--- src/hdl/lbe_window_cell.sv ---
// one window column: holds a column of labels, shifts it on, compares it to the center
module lbe_window_cell #(
    parameter int WIN = 5,
    parameter int LW  = 16
) (
    input  logic                     aclk,
    input  logic                     shift_en,
    input  logic [WIN-1:0][LW-1:0]   col_in,
    input  logic [LW-1:0]            center,
    input  logic [WIN-1:0]           mask_col,
    input  logic [WIN-1:0]           row_ok,
    input  logic                     col_ok,
    output logic [WIN-1:0][LW-1:0]   col_out,
    output logic                     hit
);

    logic [WIN-1:0][LW-1:0] col_reg;
    logic [WIN-1:0]         diff;

    always_ff @(posedge aclk) begin
        if (shift_en) begin
            col_reg <= col_in;
        end
    end

    always_comb begin
        for (int j = 0; j < WIN; j++) begin
            diff[j] = (col_reg[j] != center);
        end
    end

    // the center compares equal to itself, so its mask bit never matters
    assign hit     = col_ok && (|(mask_col & row_ok & diff));
    assign col_out = col_reg;

endmodule

--- config.mk ---
export PLATFORM = sky130hd
export DESIGN_NAME = lbe_window_cell
export DESIGN_NICKNAME = d
export VERILOG_FILES = /design/src/hdl/lbe_window_cell.sv
export SDC_FILE = /design/constraint.sdc
export NUM_CORES = 1
export LEC_CHECK = 0
export BUFFER_PORTS_ARGS = -buffer_cell sky130_fd_sc_hd__buf_2
export CORE_MARGIN = 3
export CORE_UTILIZATION = 42
export CTS_CLUSTER_DIAMETER = 100
export DETAILED_ROUTE_END_ITERATION = 10
export PLACE_DENSITY = 0.76
export SLEW_MARGIN = 20
export SYNTH_ARGS = -nofsm -noshare
export SYNTH_HDL_FRONTEND = slang
export SYNTH_SLANG_ARGS = --single-unit
--- constraint.sdc ---
create_clock -name aclk -period 1.8 [get_ports aclk]
set_input_delay 0.18 -clock aclk [delete_from_list [all_inputs] [get_ports aclk]]
set_output_delay 0.18 -clock aclk [all_outputs]
set_load 0.005 [all_outputs]
==> results_dict.tcl <==
set metrics [dict create \
    power.density_cell_area_nw_per_um2 900 \
    design_power_total_w 0.00486 \
    timing.hold.worst.class "in2reg" \
    mappedNetlistNets 317 \
    fmax_mhz 466 \
    cts-root-buf "sky130_fd_sc_hd__clkbuf_8" \
    tritoncts_num_sinks 80 \
    placeableCoreArea_um2 7850 \
    finalSetupViolCount 1 \
    cp_max_fo 2 \
    worst-slew-pin-transition_ns 0.543 \
    power_report.internal_total_w 0.00381 \
    floorplan.die.height_um 96.4 \
    final_critical_path_setup_slack_ns -0.344 \
    timing.critical_path.slowest_cell_delay_ns 0.43 \
    layoutNonFillerInstCount 571 \
    grt_setup_unrepaired "yes" \
    peakVddDrop_v 0.000527 \
    routedWlPerCell_um 18.2 \
    grt_use_total_pct 21.6 \
    cp.arrival_ns 1.96 \
    yosys.area_share.simple_pct 5.17 \
    wirelength_um 10400 \
    die_area_um2 9300 \
    post-route-min-period_ns 2.14 \
    dp_hpwl_um 7480 \
    i_o_pins 190 \
    yosys.area_share.adder_pct 0 \
    firstDrtPassIters 4 \
    warning_count_from_the_yosys_run 0 \
    cts-root-to-sink-buffers 2 \
    synth_compound_gate_area_share_pct 0.510 \
    synth_cells 208 \
    port_buffers 189 \
    final_net_count 573 \
    worstSetupStartpoint "col_out[5]" \
    worstPathRequired_ns 1.62 \
    area_growth_pct 57.2 \
    final_max_slew_viol_count 0 \
    critical_path.cell_chain "xor2_1 -> nor4_2 -> buf_4 -> nand4_1 -> nand3_1 -> a41oi_1 -> buf_2" \
    yosys.area.top_type_share_pct 69.9 \
    htree_levels 3 \
    post_route_cell_area_um2 5400 \
    fp-row-count 32 \
    tritoncts "built" \
    yosys.cell_types.count 13 \
    logic_gate_share_of_total_power_pct 14.6 \
    vias_per_std_cell 4.57 \
    detailed_place.area_um2 4480 \
    main_combinational_cell_family_by_area_after_synthesis "XOR/XNOR gates" \
    post-route-period-util_pct 119 \
    postRouteAntennaNets 0 \
    final_design_utilization_pct 68.8 \
    synth_largest_area_cell "sky130_fd_sc_hd__edfxtp_1" \
    diodes 0 \
    num_vias 2609 \
    type_of_destination_of_the_critical_path "primary output" \
    synth_seq_area_share_pct 69.9 \
    floorplan.initialDensity_pct 43.8 \
    critical_path.slowest_cell "sky130_fd_sc_hd__edfxtp_1" \
    post_cts_buffers 0 \
    route.detailed.drc 0 \
    grt_max_degree 43 \
    cts_inserted_buffers 9 \
    clock_power_share_pct 37.7 \
    failed_checks "setup timing" \
    synth-xor-area-share_pct 20.6 \
    drt_first_iter_violations 122 \
    net_switching_share_of_the_total_power_pct 21.7 \
    share_seq_of_total_power_pct 47.7 \
    worst_setup_path_start_kind "register" \
    postSynthRegisterBits 80 \
    maxCapViolations 0 \
    p_sw_w 0.00106 \
    grt_overflow_total 0 \
    drive_gt1_share_pct 47.8 \
    outcome "complete, but fails checks" \
    timing.max_slew.rel_slack_pct 63.8 \
    final_common_cell "sky130_fd_sc_hd__buf_2" \
    timing.final.hold_violations 0 \
    largest_reg_flops 80 \
    layout.cells.most_common_list "188 x sky130_fd_sc_hd__buf_2, 80 x sky130_fd_sc_hd__edfxtp_1, 79 x sky130_fd_sc_hd__xor2_1" \
    leakage_nw 2.35 \
    grt_pass1_wl_um 14400 \
    timing.setup.tns_ns -0.344 \
    gp_congestion 0.766 \
    muxShareOfSynthArea_pct 0 \
    yosys-top-cells-area "sky130_fd_sc_hd__edfxtp_1 70%, sky130_fd_sc_hd__xor2_1 20%, sky130_fd_sc_hd__nor4_1 3.6%" \
    timing_worst_setup_path_type "reg2out" \
    clk_transition_reported_paths_ns 0.08 \
    crit_end "hit" \
    mapped_cell_area_um2 3440 \
    place.detailed.instances 495 \
    postSynthAreaPerCell_um2 16.5 \
    antenna_found_initial 0 \
    chipWidth_um 96.4 \
    first_global_vias 2788 \
]
-- worst max-delay path: cells and delay by family, from the launching register on --
family,cells,cell delay [ns]
buffers and inverters,2,0.32
AO/OA/AOI/OAI,1,0.11
AND/OR/NAND/NOR,3,0.58
XOR/XNOR,1,0.19
flip-flops,1,0.43
-- kinds of logic (layout without fill, tap and decap cells) --
logic type | Yosys count | in the layout
xor+xnor | 80 | 80
compound gates | 2 | 2
flops | 80 | 80
simple gates | 29 | 29
buf+inv | 17 | 278
-- per-stage QoR --
stage	setup slack, ns	hold slack [ns]
floorplan	0.357	0.279
global placement	-0.147	0.356
detailed placement	-0.121	0.358
CTS	-0.380	0.000646
global route	-0.460	0.000193
finish	-0.344	0.0169
-- Yosys cell counts --
| library cell | number |
|---|---|
| sky130_fd_sc_hd__inv_1 | 1 |
| sky130_fd_sc_hd__and2_0 | 1 |
| sky130_fd_sc_hd__xor2_2 | 1 |
| sky130_fd_sc_hd__a32oi_1 | 1 |
| sky130_fd_sc_hd__xor2_1 | 79 |
| sky130_fd_sc_hd__buf_4 | 1 |
| sky130_fd_sc_hd__nand3_1 | 3 |
| sky130_fd_sc_hd__a41oi_1 | 1 |
| sky130_fd_sc_hd__edfxtp_1 | 80 |
| sky130_fd_sc_hd__nor4_1 | 20 |
| sky130_fd_sc_hd__buf_2 | 8 |
| sky130_fd_sc_hd__nand4_1 | 5 |
| sky130_fd_sc_hd__buf_6 | 7 |
-- routing by layer --
metal | share of wire, % | up-vias | GRT usage (%)
met2 | 54 | 125 | 39.4
met5 | 0 | - | 0
met3 | 7.7 | 6 | 6.74
li1 | - | 1261 | -
met4 | 0.78 | 0 | 5.49
met1 | 38 | 1217 | 24.6
-- power by group through the flow --
| stage | Clock [W] | Combinational, W | Sequential [W] |
|---|---|---|---|
| after floorplan | 0 | 0.000212 | 0.00237 |
| after global placement | 0 | 0.000584 | 0.00235 |
| after detailed placement | 0 | 0.000590 | 0.00236 |
| after CTS | 0.00186 | 0.000695 | 0.00232 |
| after global routing | 0.00194 | 0.000777 | 0.00234 |
| final | 0.00183 | 0.000711 | 0.00232 |
-- what timing repair did --
item,4_1_cts,5_1_grt
setup endpoints to repair,1,1
hold buffers,54,6
endpoints found under the hold margin,54,6
resized for setup,4,3
pin swaps,7,0
-- final cells by class --
| class | count | area, um2 |
|---|---|---|
| Sequential cell | 80 | 2400 |
| Timing Repair Buffer | 261 | 1640 |
| Clock buffer | 10 | 128 |
| Tap cell | 102 | 128 |
| Fill cell | 577 | 2440 |
| Clock inverter | 6 | 155 |
| Inverter | 1 | 3.75 |
| Multi-Input combinational cell | 111 | 947 |
-- worst min-delay path by stage --
stage / start / end / slack (ns) / cells past startpoint
final: col_in[0] / col_out[0] / 0.02 / 1
after global routing: col_in[72] / col_out[72] / 0.0002 / 1
after CTS: col_in[24] / col_out[24] / 0.0006 / 1
after detailed placement: col_in[39] / col_out[39] / 0.36 / 1
after global placement: col_in[7] / col_out[7] / 0.36 / 1
after floorplan: col_in[0] / col_out[0] / 0.28 / 0
Power figures use the tool's default switching activity.
